## src/hw/rtl/qgi_pkg.sv

```systemverilog
package qgi_pkg;

    // field widths
    localparam int QUAT_FRAC_BITS_DEF = 29;
    localparam int QUAT_W             = 32;
    localparam int RATE_W             = 24;
    localparam int DT_W               = 24;
    localparam int NORM_FLOOR_W       = 30;
    localparam logic [NORM_FLOOR_W-1:0] NORM_FLOOR_RST = 30'd537;
    localparam int S_TDATA_W          = 96;
    localparam int M_TDATA_W          = 128;

    // multiplier op schedule: 12 mac terms, 8 scale halves, 4 squares
    localparam int MUL_IDX_W      = 5;
    localparam int MUL_SCALE_BASE = 12;
    localparam int MUL_SQ_BASE    = 20;
    localparam int MUL_OPS        = 24;

    // quaternion component codes
    localparam logic [1:0] QC_W = 2'd0;
    localparam logic [1:0] QC_X = 2'd1;
    localparam logic [1:0] QC_Y = 2'd2;
    localparam logic [1:0] QC_Z = 2'd3;

    // rate axis codes
    localparam logic [1:0] RS_X = 2'd0;
    localparam logic [1:0] RS_Y = 2'd1;
    localparam logic [1:0] RS_Z = 2'd2;

    typedef struct packed {
        logic [1:0] qsel;
        logic [1:0] rsel;
        logic       neg;
        logic       last;
        logic [1:0] comp;
    } mac_op_t;

    typedef struct packed {
        logic                 start;
        logic                 mul_go;
        logic [MUL_IDX_W-1:0] mul_idx;
        logic                 sq_init;
        logic                 sq_step;
        logic                 chk;
        logic                 div_init;
        logic                 div_step;
        logic                 div_wr;
        logic [1:0]           comp;
        logic                 out_load;
    } qgi_cmd_t;

    typedef struct packed {
        logic degen;
    } qgi_stat_t;

    // terms of the quaternion product q (x) omega, three per component
    function automatic mac_op_t mac_op(input logic [3:0] idx);
        mac_op_t op;
        op = '0;
        unique case (idx)
            4'd0:    op = '{qsel: QC_X, rsel: RS_X, neg: 1'b1, last: 1'b0, comp: QC_W};
            4'd1:    op = '{qsel: QC_Y, rsel: RS_Y, neg: 1'b1, last: 1'b0, comp: QC_W};
            4'd2:    op = '{qsel: QC_Z, rsel: RS_Z, neg: 1'b1, last: 1'b1, comp: QC_W};
            4'd3:    op = '{qsel: QC_W, rsel: RS_X, neg: 1'b0, last: 1'b0, comp: QC_X};
            4'd4:    op = '{qsel: QC_Y, rsel: RS_Z, neg: 1'b0, last: 1'b0, comp: QC_X};
            4'd5:    op = '{qsel: QC_Z, rsel: RS_Y, neg: 1'b1, last: 1'b1, comp: QC_X};
            4'd6:    op = '{qsel: QC_W, rsel: RS_Y, neg: 1'b0, last: 1'b0, comp: QC_Y};
            4'd7:    op = '{qsel: QC_X, rsel: RS_Z, neg: 1'b1, last: 1'b0, comp: QC_Y};
            4'd8:    op = '{qsel: QC_Z, rsel: RS_X, neg: 1'b0, last: 1'b1, comp: QC_Y};
            4'd9:    op = '{qsel: QC_W, rsel: RS_Z, neg: 1'b0, last: 1'b0, comp: QC_Z};
            4'd10:   op = '{qsel: QC_X, rsel: RS_Y, neg: 1'b0, last: 1'b0, comp: QC_Z};
            4'd11:   op = '{qsel: QC_Y, rsel: RS_X, neg: 1'b1, last: 1'b1, comp: QC_Z};
            default: op = '0;
        endcase
        return op;
    endfunction

endpackage

```

## src/hw/rtl/qgi_ctrl.sv

```systemverilog
module qgi_ctrl #(
    parameter int QUAT_FRAC_BITS = qgi_pkg::QUAT_FRAC_BITS_DEF
) (
    input  logic               aclk,
    input  logic               aresetn,
    input  logic               s_tvalid,
    output logic               s_tready,
    output logic               m_tvalid,
    input  logic               m_tready,
    output qgi_pkg::qgi_cmd_t  cmd,
    input  qgi_pkg::qgi_stat_t stat
);
    import qgi_pkg::*;

    localparam logic [3:0] ST_IDLE = 4'd0;
    localparam logic [3:0] ST_MUL  = 4'd1;
    localparam logic [3:0] ST_SQI  = 4'd2;
    localparam logic [3:0] ST_SQRT = 4'd3;
    localparam logic [3:0] ST_CHK  = 4'd4;
    localparam logic [3:0] ST_DIVI = 4'd5;
    localparam logic [3:0] ST_DIVS = 4'd6;
    localparam logic [3:0] ST_DIVW = 4'd7;
    localparam logic [3:0] ST_DONE = 4'd8;

    // the multiply phase runs on past the last op to drain the multiply and update stages
    localparam logic [5:0] MUL_LAST  = 6'(MUL_OPS + 1);
    localparam logic [5:0] SQRT_LAST = 6'd32;
    localparam logic [5:0] DIV_LAST  = 6'(QUAT_FRAC_BITS + 1);

    logic [3:0] state_reg, state_next;
    logic [5:0] cnt_reg, cnt_next;
    logic [1:0] comp_reg, comp_next;
    logic       m_tvalid_reg;

    assign s_tready = (state_reg == ST_IDLE) && aresetn;
    assign m_tvalid = m_tvalid_reg;

    // sequencer
    always_comb begin
        cmd        = '0;
        cmd.comp   = comp_reg;
        state_next = state_reg;
        cnt_next   = cnt_reg;
        comp_next  = comp_reg;
        unique case (state_reg)
            ST_IDLE: begin
                if (s_tvalid) begin
                    cmd.start  = 1'b1;
                    cnt_next   = '0;
                    state_next = ST_MUL;
                end
            end
            ST_MUL: begin
                cmd.mul_go  = cnt_reg < 6'(MUL_OPS);
                cmd.mul_idx = cnt_reg[MUL_IDX_W-1:0];
                cnt_next    = cnt_reg + 6'd1;
                if (cnt_reg == MUL_LAST) begin
                    state_next = ST_SQI;
                end
            end
            ST_SQI: begin
                cmd.sq_init = 1'b1;
                cnt_next    = '0;
                state_next  = ST_SQRT;
            end
            ST_SQRT: begin
                cmd.sq_step = 1'b1;
                cnt_next    = cnt_reg + 6'd1;
                if (cnt_reg == SQRT_LAST) begin
                    state_next = ST_CHK;
                end
            end
            ST_CHK: begin
                cmd.chk   = 1'b1;
                comp_next = QC_W;
                if (stat.degen) begin
                    state_next = ST_DONE;
                end else begin
                    state_next = ST_DIVI;
                end
            end
            ST_DIVI: begin
                cmd.div_init = 1'b1;
                cnt_next     = '0;
                state_next   = ST_DIVS;
            end
            ST_DIVS: begin
                cmd.div_step = 1'b1;
                cnt_next     = cnt_reg + 6'd1;
                if (cnt_reg == DIV_LAST) begin
                    state_next = ST_DIVW;
                end
            end
            ST_DIVW: begin
                cmd.div_wr = 1'b1;
                if (comp_reg == QC_Z) begin
                    state_next = ST_DONE;
                end else begin
                    comp_next  = comp_reg + 2'd1;
                    state_next = ST_DIVI;
                end
            end
            ST_DONE: begin
                if (!m_tvalid_reg || m_tready) begin
                    cmd.out_load = 1'b1;
                    state_next   = ST_IDLE;
                end
            end
            default: state_next = ST_IDLE;
        endcase
    end

    always_ff @(posedge aclk) begin
        if (!aresetn) begin
            state_reg    <= ST_IDLE;
            cnt_reg      <= '0;
            comp_reg     <= '0;
            m_tvalid_reg <= 1'b0;
        end else begin
            state_reg <= state_next;
            cnt_reg   <= cnt_next;
            comp_reg  <= comp_next;
            if (cmd.out_load) begin
                m_tvalid_reg <= 1'b1;
            end else if (m_tready) begin
                m_tvalid_reg <= 1'b0;
            end
        end
    end

`ifndef ASSERT_OFF
    a_load_free: assert property (@(posedge aclk) disable iff (!aresetn)
        cmd.out_load |-> (!m_tvalid_reg || m_tready))
        else $error("result loaded over a pending transfer");
    a_accept_mul: assert property (@(posedge aclk) disable iff (!aresetn)
        (s_tvalid && s_tready) |=> (state_reg == ST_MUL))
        else $error("accepted item did not start multiply phase");
    a_chk_div: assert property (@(posedge aclk) disable iff (!aresetn)
        (state_reg == ST_CHK && !stat.degen) |=> (state_reg == ST_DIVI && comp_reg == QC_W))
        else $error("normalization did not start at first component");
    a_sqrt_cnt: assert property (@(posedge aclk) disable iff (!aresetn)
        (state_reg == ST_SQRT) |-> (cnt_reg <= SQRT_LAST))
        else $error("square root step count overrun");
`endif

endmodule

```

## config.mk

```make
export PLATFORM = sky130hd
export DESIGN_NAME = qgi_ctrl
export DESIGN_NICKNAME = d
export VERILOG_FILES = /design/src/hw/rtl/qgi_pkg.sv /design/src/hw/rtl/qgi_ctrl.sv
export SDC_FILE = /design/constraint.sdc
export NUM_CORES = 1
export LEC_CHECK = 0
export ABC_AREA = 0
export BUFFER_PORTS_ARGS = -buffer_cell sky130_fd_sc_hd__buf_2
export CELL_PAD_IN_SITES_DETAIL_PLACEMENT = 0
export CELL_PAD_IN_SITES_GLOBAL_PLACEMENT = 2
export CORE_MARGIN = 2
export CORE_UTILIZATION = 27
export DETAILED_ROUTE_END_ITERATION = 7
export GPL_TIMING_DRIVEN = 0
export PLACE_DENSITY_LB_ADDON = 0.25
export REMOVE_ABC_BUFFERS = 1
export SLEW_MARGIN = 15
export SYNTH_ARGS = -nofsm -noshare
export SYNTH_HDL_FRONTEND = slang
export SYNTH_SLANG_ARGS = --single-unit
```

## constraint.sdc

```tcl
create_clock -name aclk -period 1.5 [get_ports aclk]
set_input_delay 0.075 -clock aclk [delete_from_list [all_inputs] [get_ports aclk]]
set_output_delay 0.075 -clock aclk [all_outputs]
set_load 0.005 [all_outputs]
```

## After elaboration in Yosys (flattened, before gate mapping)

Index checks and enable logic that the tools add are counted.

| storage, ports and cells | value |
|---|---|
| bits in registers | 13 |
| input port bits | 5 |
| output and inout port bits | 18 |
| logic and storage cells | 62 |

| cells by class | value |
|---|---|
| add/sub/neg operators | 2 |
| order comparisons | 1 |
| equality and inequality tests | 18 |
| muxes and demuxes | 25 |
| reduce and logical (&&, ||, !) cells | 12 |

Operators with widths:

| kind | count |
|---|---|
| 4-bit case mux with 9 select lines | 1 |
| 4-bit 2-to-1 mux | 7 |
| 6-bit case mux with 3 select lines | 1 |
| 4-bit by 3-bit equality test with 1-bit output, second input constant | 4 |
| 6-bit by 5-bit equality test with 1-bit output, second input constant | 2 |
| 1-bit 2-to-1 mux | 12 |
| 6-bit 2-to-1 mux | 2 |
| 2-bit != test, second input constant | 6 |
| 4-bit by 2-bit equality test with 1-bit output, second input constant | 2 |
| 6-bit by 1-bit adder with 6-bit output, second input constant | 1 |
| 6-bit equality test, second input constant | 1 |
| 6-bit by 5-bit < comparator with 1-bit output, second input constant | 1 |
| 5-bit AND reduction | 1 |
| 4-bit by 1-bit equality test with 1-bit output, second input constant | 1 |
| 4-bit equality test, second input constant | 1 |
| 4-bit zero test | 1 |
| 2-bit case mux with 2 select lines | 1 |
| 2-bit AND reduction | 2 |
| 2-bit nonzero test | 2 |
| 3-bit nonzero test | 1 |
| 3-bit OR reduction | 1 |
| 2-bit by 1-bit adder with 2-bit output, second input constant | 1 |
| 2-bit equality test, second input constant | 1 |
| 2-bit 2-to-1 mux | 1 |
| 4 further kinds | 4 |

## Longest topological paths before layout

Gate-level depths: netlist (run 1).

| logic depth | value |
|---|---|
| depth after elaboration | 5 |
| gate-level depth with buffers | 6 |
| depth with buffers taken out | 6 |

## Least setup slack after synthesis (run 1)

OpenSTA, ideal clock, no wires.

| timing path | value |
|---|---|
| path type | register to register |
| start point | reg cnt_reg[1] |
| end point | reg state_reg[0] |
| library setup time | 72 ps |
| arrival | 1485 ps |
| required time | 1428 ps |
| setup slack | -56 ps |
| stages on the path, launching flop included | 7 |
| path buffers | 0 |
| period minus slack after synthesis | 1556 ps |
| cells stage by stage | dfxtp_1 > inv_1 > ha_1 > inv_1 > o41a_1 > nor4b_2 > mux2i_1 |

| between the ends | value |
|---|---|
| cells in the longest elaborated chain, start to end | 3 |
| elaborated cells between the ends (all ways) | 7 |
| those cells by class | eq/ne (6); reduce/logical (1) |

Ends and longest elaborated chain:

| item | RTL line | source |
|---|---|---|
| start: declaration | qgi_ctrl.sv:31 | `logic [5:0] cnt_reg, cnt_next;` |
| start signal: assignment | qgi_ctrl.sv:121 | `cnt_reg <= cnt_next;` |
| 6-bit by 5-bit equality test with 1-bit output, or another cell as far along | qgi_ctrl.sv:90 | `if (cnt_reg == DIV_LAST) begin` |
| 2-bit != test (no source line) | n/a |  |
| 5-bit AND reduction (no source line) * | n/a |  |
| end signal: assignment | qgi_ctrl.sv:120 | `state_reg <= state_next;` |
| end: declaration | qgi_ctrl.sv:30 | `logic [3:0] state_reg, state_next;` |

Every way passes the cells marked *; elsewhere a longest branch is shown, timed or not.
A chain may end at the register's enable or synchronous reset.

## Final worst setup path (run 1)

Ends and elaborated chain as after synthesis.

==> results by group, run 1 <==
Synth
  – Synth unique cells: 41
  – Synthesized area: 1000 um2
  – Top FF cell, synth: dfxtp_1
  – Post-synth EDFFs: 0
  – Synth Area in XOR/XNOR: 0.0175
  – Yosys top cell by area: dfxtp_1
  – Post-synthesis mux area share: 0.0200
  – Post-Syn Instances: 123
  – Sequential cell area fraction in the yosys report: 0.259
  – Ys async rst share: 0
  – Synth Register Bits: 13
  – Syn Area/Cell: 8.16 um2
  – Largest family of logic cells by synthesized area: simple AND/OR/NAND/NOR gates
  – Adder-cell share of the synthesized area: 0.0623
  – Compound-Gate Fraction of Synth Area: 0.200
  – Synth Area in Simple Gates: 0.365
  – Synth area leaders: dfxtp_1 (26%), ha_1 (6.2%), o21ai_0 (5.0%), nor4b_2 (4.5%), and2_1 (4.4%)
  – Yosys top cell area share: 0.259
  – Ys Warns: 0

Worst setup path
  – Crit path cell chain: inv_4 > ha_4 > inv_2 > o41a_1 > nor4b_4 > mux2i_1
  – Crit path capture type: register
  – Max FO, Critical Path: 3
  – Worst reg2reg path endpoint: state_reg[0]
  – Path type of the worst setup path: register to register
  – Top delay family on crit path: compound AO/OA/AOI/OAI gates
  – Cell count of the worst reg-to-reg path: 6
  – Buf+Inv Stages, Crit Path: 2
  – Worst setup SP type: register
  – Max stage delay on crit path: 380 ps
  – Worst path slowest cell: o41a_1
  – Data arrival time of the worst path: 1750 ps
  – R2r startpoint: cnt_reg[1]
  – Critical Path RT: 1660 ps
  – R2R Setup Slk: -90 ps

Worst hold path
  – Hold Crit Endpoint: m_tvalid
  – HP Class: primary input to register
  – Hold depth: 2
  – HP Start: aresetn

Power and ir drop
  – P_leak: 0.673 nW
  – Switching part of the total: 0.379
  – Psw: 0.674 mW
  – Peak VDD IR: 0.430 mV
  – Combinational fraction of design power: 0.563
  – Internal power: 1.10 mW
  – Flop pwr share: 0.258
  – PwrDens: 1120 nW/um2
  – Clock power frac: 0.179

Clock tree
  – CTS root buf: clkbuf_8
  – Clk buf depth: 2
  – CTS Sinks: 13
  – H-tree depth: 1
  – CTS Buf Count: 3
  – Hold-fix buffer count after cts: 0
  – Clock Latency Late Sink: 240 ps
  – CTS tree: done
  – Clk slew on worst S/H paths: 60 ps

Cells and area
  – Share of cells above drive strength 1: 0.542
  – Filler Cell Count: 381
  – Layout area overhead: 58.4%
  – Finished Layout Cells: 214
  – Layout Nets: 177
  – Max FFs per register: 6
  – Multi-input gate area: 816 um2
  – Most frequent cells in the layout: buf_2 (19), buf_4 (19), o21ai_0 (8)
  – Sequential cell area: 289 um2
  – Number of diodes: 0

Drt
  – Final ANT Viol Nets: 0
  – DR iter-0 viols: 36
  – Drt first pass iters: 4
  – Routed vias: 1,088
  – DRC Markers: 0
  – Vias per Instance: 5.08
  – Detailed-route wire length: 3190 um
  – Routed len/inst: 14.9 um

STA
  – RSZ-0062 raised after global routing: true
  – Final worst slack: -90.1 ps
  – Hold Vio Cnt, Final: 0
  – Max Clock Skew: 1.24 ps
  – Tcrit/Tclk final: 1.06
  – Final setup viols: 2
  – Achievable Freq: 0.629 GHz
  – Max Transition Viols Final: 0
  – Least-Margin Pin Slew: 381 ps
  – Fin crit period: 1590 ps
  – Max_slew headroom: 0.746

Place
  – Cells after DPL: 184
  – Post-DP HPWL: 1780 um
  – Placer Congestion: 0.685
  – I/O Buffers: 22
  – Worst slack at placement: -548 ps

Floorplan
  – Row cnt: 22
  – Initial Utilization: 0.278
  – Die Y: 65.0 um
  – CORE AREA: 3610 um2
  – Die area: 4220 um2
  – # IOs: 23
  – Die span in x: 65.0 um

GRT
  – Vias in the first global route: 1,068
  – First-pass GRT wire length: 5370 um
  – Initial antenna violation count: 0
  – Largest net degree at the start of global routing: 15
  – Grt total ovfl: 0
  – Global Route Usage Sum: 0.167

Status
  – Status: finished with violations
  – Failing checks: setup timing

Run
  – Max-cap viol count: 0
through the flow:
stage                     instance area [um2]  setup TNS (ps)  utilization  hold slack [ps]  total power, mW
after floorplan                           950            -892            -              193            0.839
after global placement                   1120           -5280        0.311              422            0.992
after detailed placement                 1120           -5900        0.311              423             1.01
after CTS                                1430           -58.5        0.397              160             1.68
after global routing                     1590            -498        0.441              182             1.90
final                                    1590            -119        0.441              168             1.78
cell families after synthesis:
kind of cell,Yosys count
AOI/OAI and AO/OA,31
xor gates and xnor gates,2
adders and majority gates,5
buffers and inverters,15
DFF,13
muxes,2
and+or+nand+nor,55
worst register-to-register path, stage by stage, from the launching register on:
cell and delay [ps]:
dfxtp_4 360, inv_4 70, ha_4 120, inv_2 20
o41a_1 380, nor4b_4 320, mux2i_1 240
repair_timing:
item                                    CTS  global route
endpoints found under the setup margin   25            18
pin swaps                                11            11
buffers inserted                         21             4
gates cloned                              1             0
gates resized for setup                  34            30
Yosys cell counts (4+ instances only):
library cell	instances
a21oi_1	7
and2_1	7
buf_2	4
dfxtp_1	13
ha_1	5
inv_1	6
nand2_1	6
nand2b_1	4
nor2_1	4
nor2b_1	7
o21ai_0	10
or3_1	5
worst max path at each step:
| stage | from | to | slack, ps | depth (start not counted) |
|---|---|---|---|---|
| 3_3_place_gp | state_reg[0] | state_reg[2] | -480 | 4 |
| 2_1_floorplan | state_reg[0] | cnt_reg[5] | -160 | 4 |
| 5_1_grt | cnt_reg[4] | state_reg[0] | -150 | 4 |
| 6_report | cnt_reg[1] | state_reg[0] | -90 | 6 |
| 4_1_cts | cnt_reg[1] | state_reg[0] | -50 | 6 |
| 3_5_place_dp | state_reg[0] | cnt_reg[1] | -550 | 4 |
power by group through the flow:
stage | Sequential (mW) | Clock (mW) | Combinational, mW
6_report | 0.458 | 0.318 | 1.00
5_1_grt | 0.463 | 0.352 | 1.09
4_1_cts | 0.460 | 0.333 | 0.891
3_5_place_dp | 0.517 | 0 | 0.492
3_3_place_gp | 0.516 | 0 | 0.476
2_1_floorplan | 0.477 | 0 | 0.361
metal layers:
layer | vias to the layer above | GRT usage | routed length, um
met2 | 14 | 0.295 | 1580
met3 | 2 | 0.0260 | 82
met1 | 529 | 0.205 | 1500
met4 | 0 | 0.0559 | 23
li1 | 543 | - | -
met5 | - | 0 | 0
layout make-up:
cell class / instances / area share
Multi-Input combinational cell: 96 / 0.513
Clock buffer: 4 / 0.0283
Tap cell: 48 / 0.0378
Sequential cell: 13 / 0.182
Timing Repair Buffer: 47 / 0.221
Inverter: 6 / 0.0173
(Power assumes the default switching activity.)
==> inputs of run 2 (changes only) <==
Settings changed: REMOVE_ABC_BUFFERS 1 to default.
==> run 2 against run 1 <==
Net effect: the run still ends with setup timing left; critical path depth stayed put; sequential power hardly changed; via count is 5.3% lower; global-route usage is 3.2 points lower; largest cell class unchanged.
==> results by group, run 2 (synthesized netlist as in run 1, its figures left out) <==
Clock tree
  – CTS Buf Count: 3
  – Hold-fix buffer count after cts: 0
  – CTS Sinks: 13
  – CTS root buf: clkbuf_8
  – CTS tree: done
  – Clk buf depth: 2
  – Clk slew on worst S/H paths: 60 ps
  – H-tree depth: 1
  – Clock Latency Late Sink: 250 ps

Cells and area
  – Finished Layout Cells: 207
  – Number of diodes: 0
  – Max FFs per register: 6
  – Share of cells above drive strength 1: 0.459
  – Layout area overhead: 43.9%
  – Most frequent cells in the layout: buf_2 (23), buf_4 (11), and2_1 (7), a21oi_1 (7), o21ai_0 (7)
  – Layout Nets: 170
  – Commonest non-fill, non-tap cell in the layout: buf_2

Drt
  – DR iter-0 viols: 52
  – Detailed-route wire length: 2700 um
  – DRC Markers: 0
  – Routed len/inst: 13.0 um
  – Final ANT Viol Nets: 0
  – Vias per Instance: 4.98
  – Routed vias: 1,030
  – Drt first pass iters: 4

STA
  – Final worst slack: -19.9 ps
  – Max Transition Viols Final: 0
  – RSZ-0062 raised after global routing: true
  – Max Clock Skew: 6.31 ps
  – Least-Margin Pin Slew: 450 ps
  – Fin crit period: 1520 ps
  – Tcrit/Tclk final: 1.01
  – Achievable Freq: 0.658 GHz
  – Max_slew headroom: 0.700
  – Final setup viols: 1
  – Hold Vio Cnt, Final: 0

GRT
  – Initial antenna violation count: 0
  – Grt total ovfl: 0
  – Global Route Usage Sum: 0.135
  – First-pass GRT wire length: 4370 um
  – Vias in the first global route: 924
  – Largest net degree at the start of global routing: 11

Status
  – Status: finished with violations
  – Failing checks: setup timing

Place
  – Placer Congestion: 0.734
  – Post-DP HPWL: 1890 um
  – Worst slack at placement: -282 ps
  – I/O Buffers: 22
  – Cells after DPL: 193

Worst setup path
  – Worst setup SP type: register
  – Data arrival time of the worst path: 1680 ps
  – Crit path capture type: register
  – Max FO, Critical Path: 4
  – Path type of the worst setup path: register to register
  – Critical Path RT: 1660 ps
  – R2R Setup Slk: -20 ps

Run
  – Max-cap viol count: 0

Floorplan
  – CORE AREA: 3610 um2
  – Die span in x: 65.0 um
  – # IOs: 23
  – Initial Utilization: 0.278
  – Row cnt: 22
  – Die area: 4220 um2
  – Die Y: 65.0 um

Power and ir drop
  – PnR Total Power: 1.65 mW
  – Peak VDD IR: 0.296 mV
  – P_leak: 0.608 nW
  – PwrDens: 1140 nW/um2

Synth
  – Syn nets: 133

Worst hold path
  – HP Class: primary input to register
==> run 2: changes by cell type in the layout (fill, tap and decap cells not counted), sizes merged <==
| cell | change |
|---|---|
| a221o | -1 |
| clkbuf | +1 |
| buf | -8 |
| clkinv | +1 |
==> run 2: layout make-up <==
cell class / count / area [um2]
Tap cell: 48 / 60.1
Clock inverter: 1 / 5.00
Timing Repair Buffer: 34 / 204
Clock buffer: 3 / 41.3
Fill cell: 396 / 2160
Inverter: 6 / 27.5
Buffer: 7 / 61.3
Multi-Input combinational cell: 95 / 763
Sequential cell: 13 / 282
==> run 2: metrics by stage <==
| step | cell area [um2] | TNS (ps) | util | hold WS [ps] |
|---|---|---|---|---|
| 3_3_place_gp | 1170 | -1380 | 0.325 | 433 |
| 3_5_place_dp | 1170 | -1810 | 0.325 | 442 |
| 6_report | 1440 | -19.9 | 0.400 | 186 |
| 2_1_floorplan | 1000 | 0 | - | 260 |
| 4_1_cts | 1350 | -302 | 0.373 | 185 |
| 5_1_grt | 1440 | -174 | 0.400 | 212 |
==> run 2: metal layers <==
layer	vias to the layer above	wire length, um	track usage
li1	516	-	-
met1	489	1280	0.180
met2	20	1270	0.216
met3	5	92	0.0156
met4	0	56	0.0638
met5	-	0	0
==> run 2: path summary, 6_finish.rpt <==
kind / depth (start not counted) / from / to
setup / recovery: 6 / cnt_reg[1] / state_reg[0]
hold / removal: 3 / m_tready / m_tvalid
setup reg to reg: 6 / cnt_reg[1] / state_reg[0]
hold reg to reg: 2 / cnt_reg[4] / cnt_reg[4]
==> run 2: what timing repair did <==
item	CTS	global route
pin swaps	7	10
endpoints found under the hold margin	0	0
gates cloned	0	0
resized for setup	24	18
setup buffers	8	4
setup endpoints to repair	20	17
==> run 2: where the power goes <==
part | internal, mW | switching [mW] | leakage, nW
logic | 0.459 | 0.416 | 0.472
registers | 0.392 | 0.0656 | 0.111
clock network | 0.184 | 0.135 | 0.0255
total | 1.03 | 0.616 | 0.608
==> run 2: worst max-delay path, cell delays in order (launching register included) <==
cell	delay [ps]
dfxtp_4	370
inv_4	70
ha_4	110
inv_1	30
o41a_1	360
nor4b_4	260
mux2i_1	230
==> inputs of run 3 (changes only) <==
Settings changed: CELL_PAD_IN_SITES_DETAIL_PLACEMENT 0 to 1, CELL_PAD_IN_SITES_GLOBAL_PLACEMENT 2 to 1, CORE_UTILIZATION 27 to 35, RECOVER_POWER from default to 25.
==> run 3 against run 2 <==
Net effect: critical path type unchanged; the run still ends with setup timing left; clock skew fell by 0.82 ps; sequential power down 4.6%; register-to-register slack worse by 140 ps; largest power group unchanged.
==> results by group, run 3 (synthesized netlist as in run 1, its figures left out) <==
Status
  – Status: finished with violations
  – Failing checks: setup timing

Worst setup path
  – Data arrival time of the worst path: 1860 ps
  – Max stage delay on crit path: 380 ps
  – Worst reg2reg path endpoint: cnt_reg[4]
  – Worst path slowest cell: dfxtp_4
  – Buf+Inv Stages, Crit Path: 1
  – Critical Path RT: 1700 ps
  – Cell count of the worst reg-to-reg path: 5
  – Path type of the worst setup path: register to register
  – Crit path cell chain: and2_4 > a221o_1 > buf_6 > or3_1 > a21oi_1
  – R2R Setup Slk: -160 ps
  – Worst setup SP type: register
  – Crit path depth: 5
  – Critical path endpoint: cnt_reg[4]
  – Crit path capture type: register
  – Max FO, Critical Path: 10
  – Critical Path Source: state_reg[2]
  – R2r startpoint: state_reg[2]
  – Top delay family on crit path: simple AND/OR/NAND/NOR gates

STA
  – Max_slew headroom: 0.710
  – Least-Margin Pin Slew: 436 ps
  – Tcrit/Tclk final: 1.11
  – Hold Vio Cnt, Final: 0
  – Fin crit period: 1660 ps
  – Max Transition Viols Final: 0
  – Achievable Freq: 0.601 GHz
  – Max Clock Skew: 5.49 ps
  – Final hold slack: 161 ps
  – RSZ-0062 raised after global routing: true
  – Final setup viols: 12
  – Final worst slack: -164 ps

GRT
  – Initial antenna violation count: 0
  – Largest net degree at the start of global routing: 11
  – Vias in the first global route: 1,019
  – Global Route Usage Sum: 0.197
  – Grt total ovfl: 0
  – First-pass GRT wire length: 5080 um

Clock tree
  – Hold-fix buffer count after cts: 0
  – H-tree depth: 1
  – Clock Latency Late Sink: 280 ps
  – CTS Sinks: 13
  – CTS tree: done
  – Clk buf depth: 2
  – CTS Buf Count: 3
  – CTS root buf: clkbuf_4
  – Clk slew on worst S/H paths: 90 ps

Cells and area
  – Multi-input gate area: 763 um2
  – Commonest non-fill, non-tap cell in the layout: buf_2
  – Number of diodes: 0
  – Finished Layout Cells: 191
  – Layout Nets: 171
  – Sequential cell area: 278 um2
  – Final core utilization: 0.524
  – Share of cells above drive strength 1: 0.494
  – Layout area overhead: 42.6%
  – Filler Cell Count: 329
  – Most frequent cells in the layout: buf_2 (19), buf_4 (15), a21oi_1 (7), o21ai_0 (7)
  – Max FFs per register: 6

Synth
  – Syn nets: 133

Drt
  – DRC Markers: 0
  – Final ANT Viol Nets: 0
  – Detailed-route wire length: 3150 um
  – Routed vias: 1,060
  – Drt first pass iters: 4
  – Routed len/inst: 16.5 um
  – DR iter-0 viols: 15
  – Vias per Instance: 5.55

Power and ir drop
  – PwrDens: 1130 nW/um2
  – P_leak: 0.610 nW
  – Peak VDD IR: 0.657 mV

Floorplan
  – Row cnt: 19
  – Die span in x: 57.5 um
  – Die Y: 57.5 um
  – Initial Utilization: 0.367
  – Die area: 3310 um2
  – CORE AREA: 2730 um2
  – # IOs: 23

Run
  – Max-cap viol count: 0

Place
  – Post-DP HPWL: 2030 um
  – I/O Buffers: 22
  – Placer Congestion: 0.747
  – Cells after DPL: 176

Worst hold path
  – HP Class: primary input to register
==> run 3: cell types whose count changed in the layout (fill, tap and decap cells not counted), sizes merged <==
cell / previous run / this run
buf: 39 / 41
clkinv: 1 / 0
clkinvlp: 0 / 1
inv: 6 / 5
==> run 3: final cells by class <==
class / count / share of cell area
repair buffers: 34 / 0.157
well taps: 31 / 0.0271
multi-input cells: 95 / 0.533
clock buffers: 4 / 0.0184
plain buffers: 8 / 0.0481
flip-flops and latches: 13 / 0.194
inverters: 6 / 0.0219
==> run 3: worst register-to-register path, delay by kind of cell (launching register included) <==
family                 cells  cell delay, ps
AOI/OAI and AO/OA          2             530
buffers and inverters      1             150
DFF                        1             380
and+or+nand+nor            2             530
==> run 3: layer usage <==
| metal | vias up | part of all wire | track usage |
|---|---|---|---|
| met1 | 516 | 0.46 | 0.265 |
| met3 | 4 | 0.033 | 0.0272 |
| met5 | - | 0 | 0 |
| met2 | 20 | 0.49 | 0.321 |
| met4 | 0 | 0.010 | 0.0664 |
| li1 | 520 | - | - |
==> run 3: worst min path at each step <==
stage | depth (start not counted) | start | endpoint
global placement | 3 | m_tready | m_tvalid
global route | 3 | m_tready | m_tvalid
floorplan | 1 | s_tvalid | cmd[15]
detailed placement | 3 | m_tready | m_tvalid
finish | 3 | m_tready | m_tvalid
CTS | 3 | m_tready | m_tvalid
==> run 3: power breakdown <==
part	switching (mW)	internal, mW	total, mW
Clock	0.126	0.103	0.229
Combinational	0.463	0.493	0.956
Sequential	0.0476	0.389	0.436
==> run 3: timing repair <==
| action | in CTS | in global routing |
|---|---|---|
| gates resized for setup | 31 | 21 |
| buffers inserted | 11 | 0 |
| cloned | 1 | 0 |
| pin swaps | 8 | 5 |
| endpoints found under the setup margin | 18 | 23 |
==> run 3: metrics by stage <==
stage | worst slack (ps) | setup TNS, ps | total power, mW | instance area (um2)
finish | -164 | -748 | 1.62 | 1430
global route | -223 | -1750 | 1.74 | 1430
CTS | -108 | -674 | 1.54 | 1370
detailed placement | -220 | -1600 | 1.08 | 1150
global placement | -172 | -1170 | 1.06 | 1150
floorplan | 1.11 | 0 | 0.901 | 1000
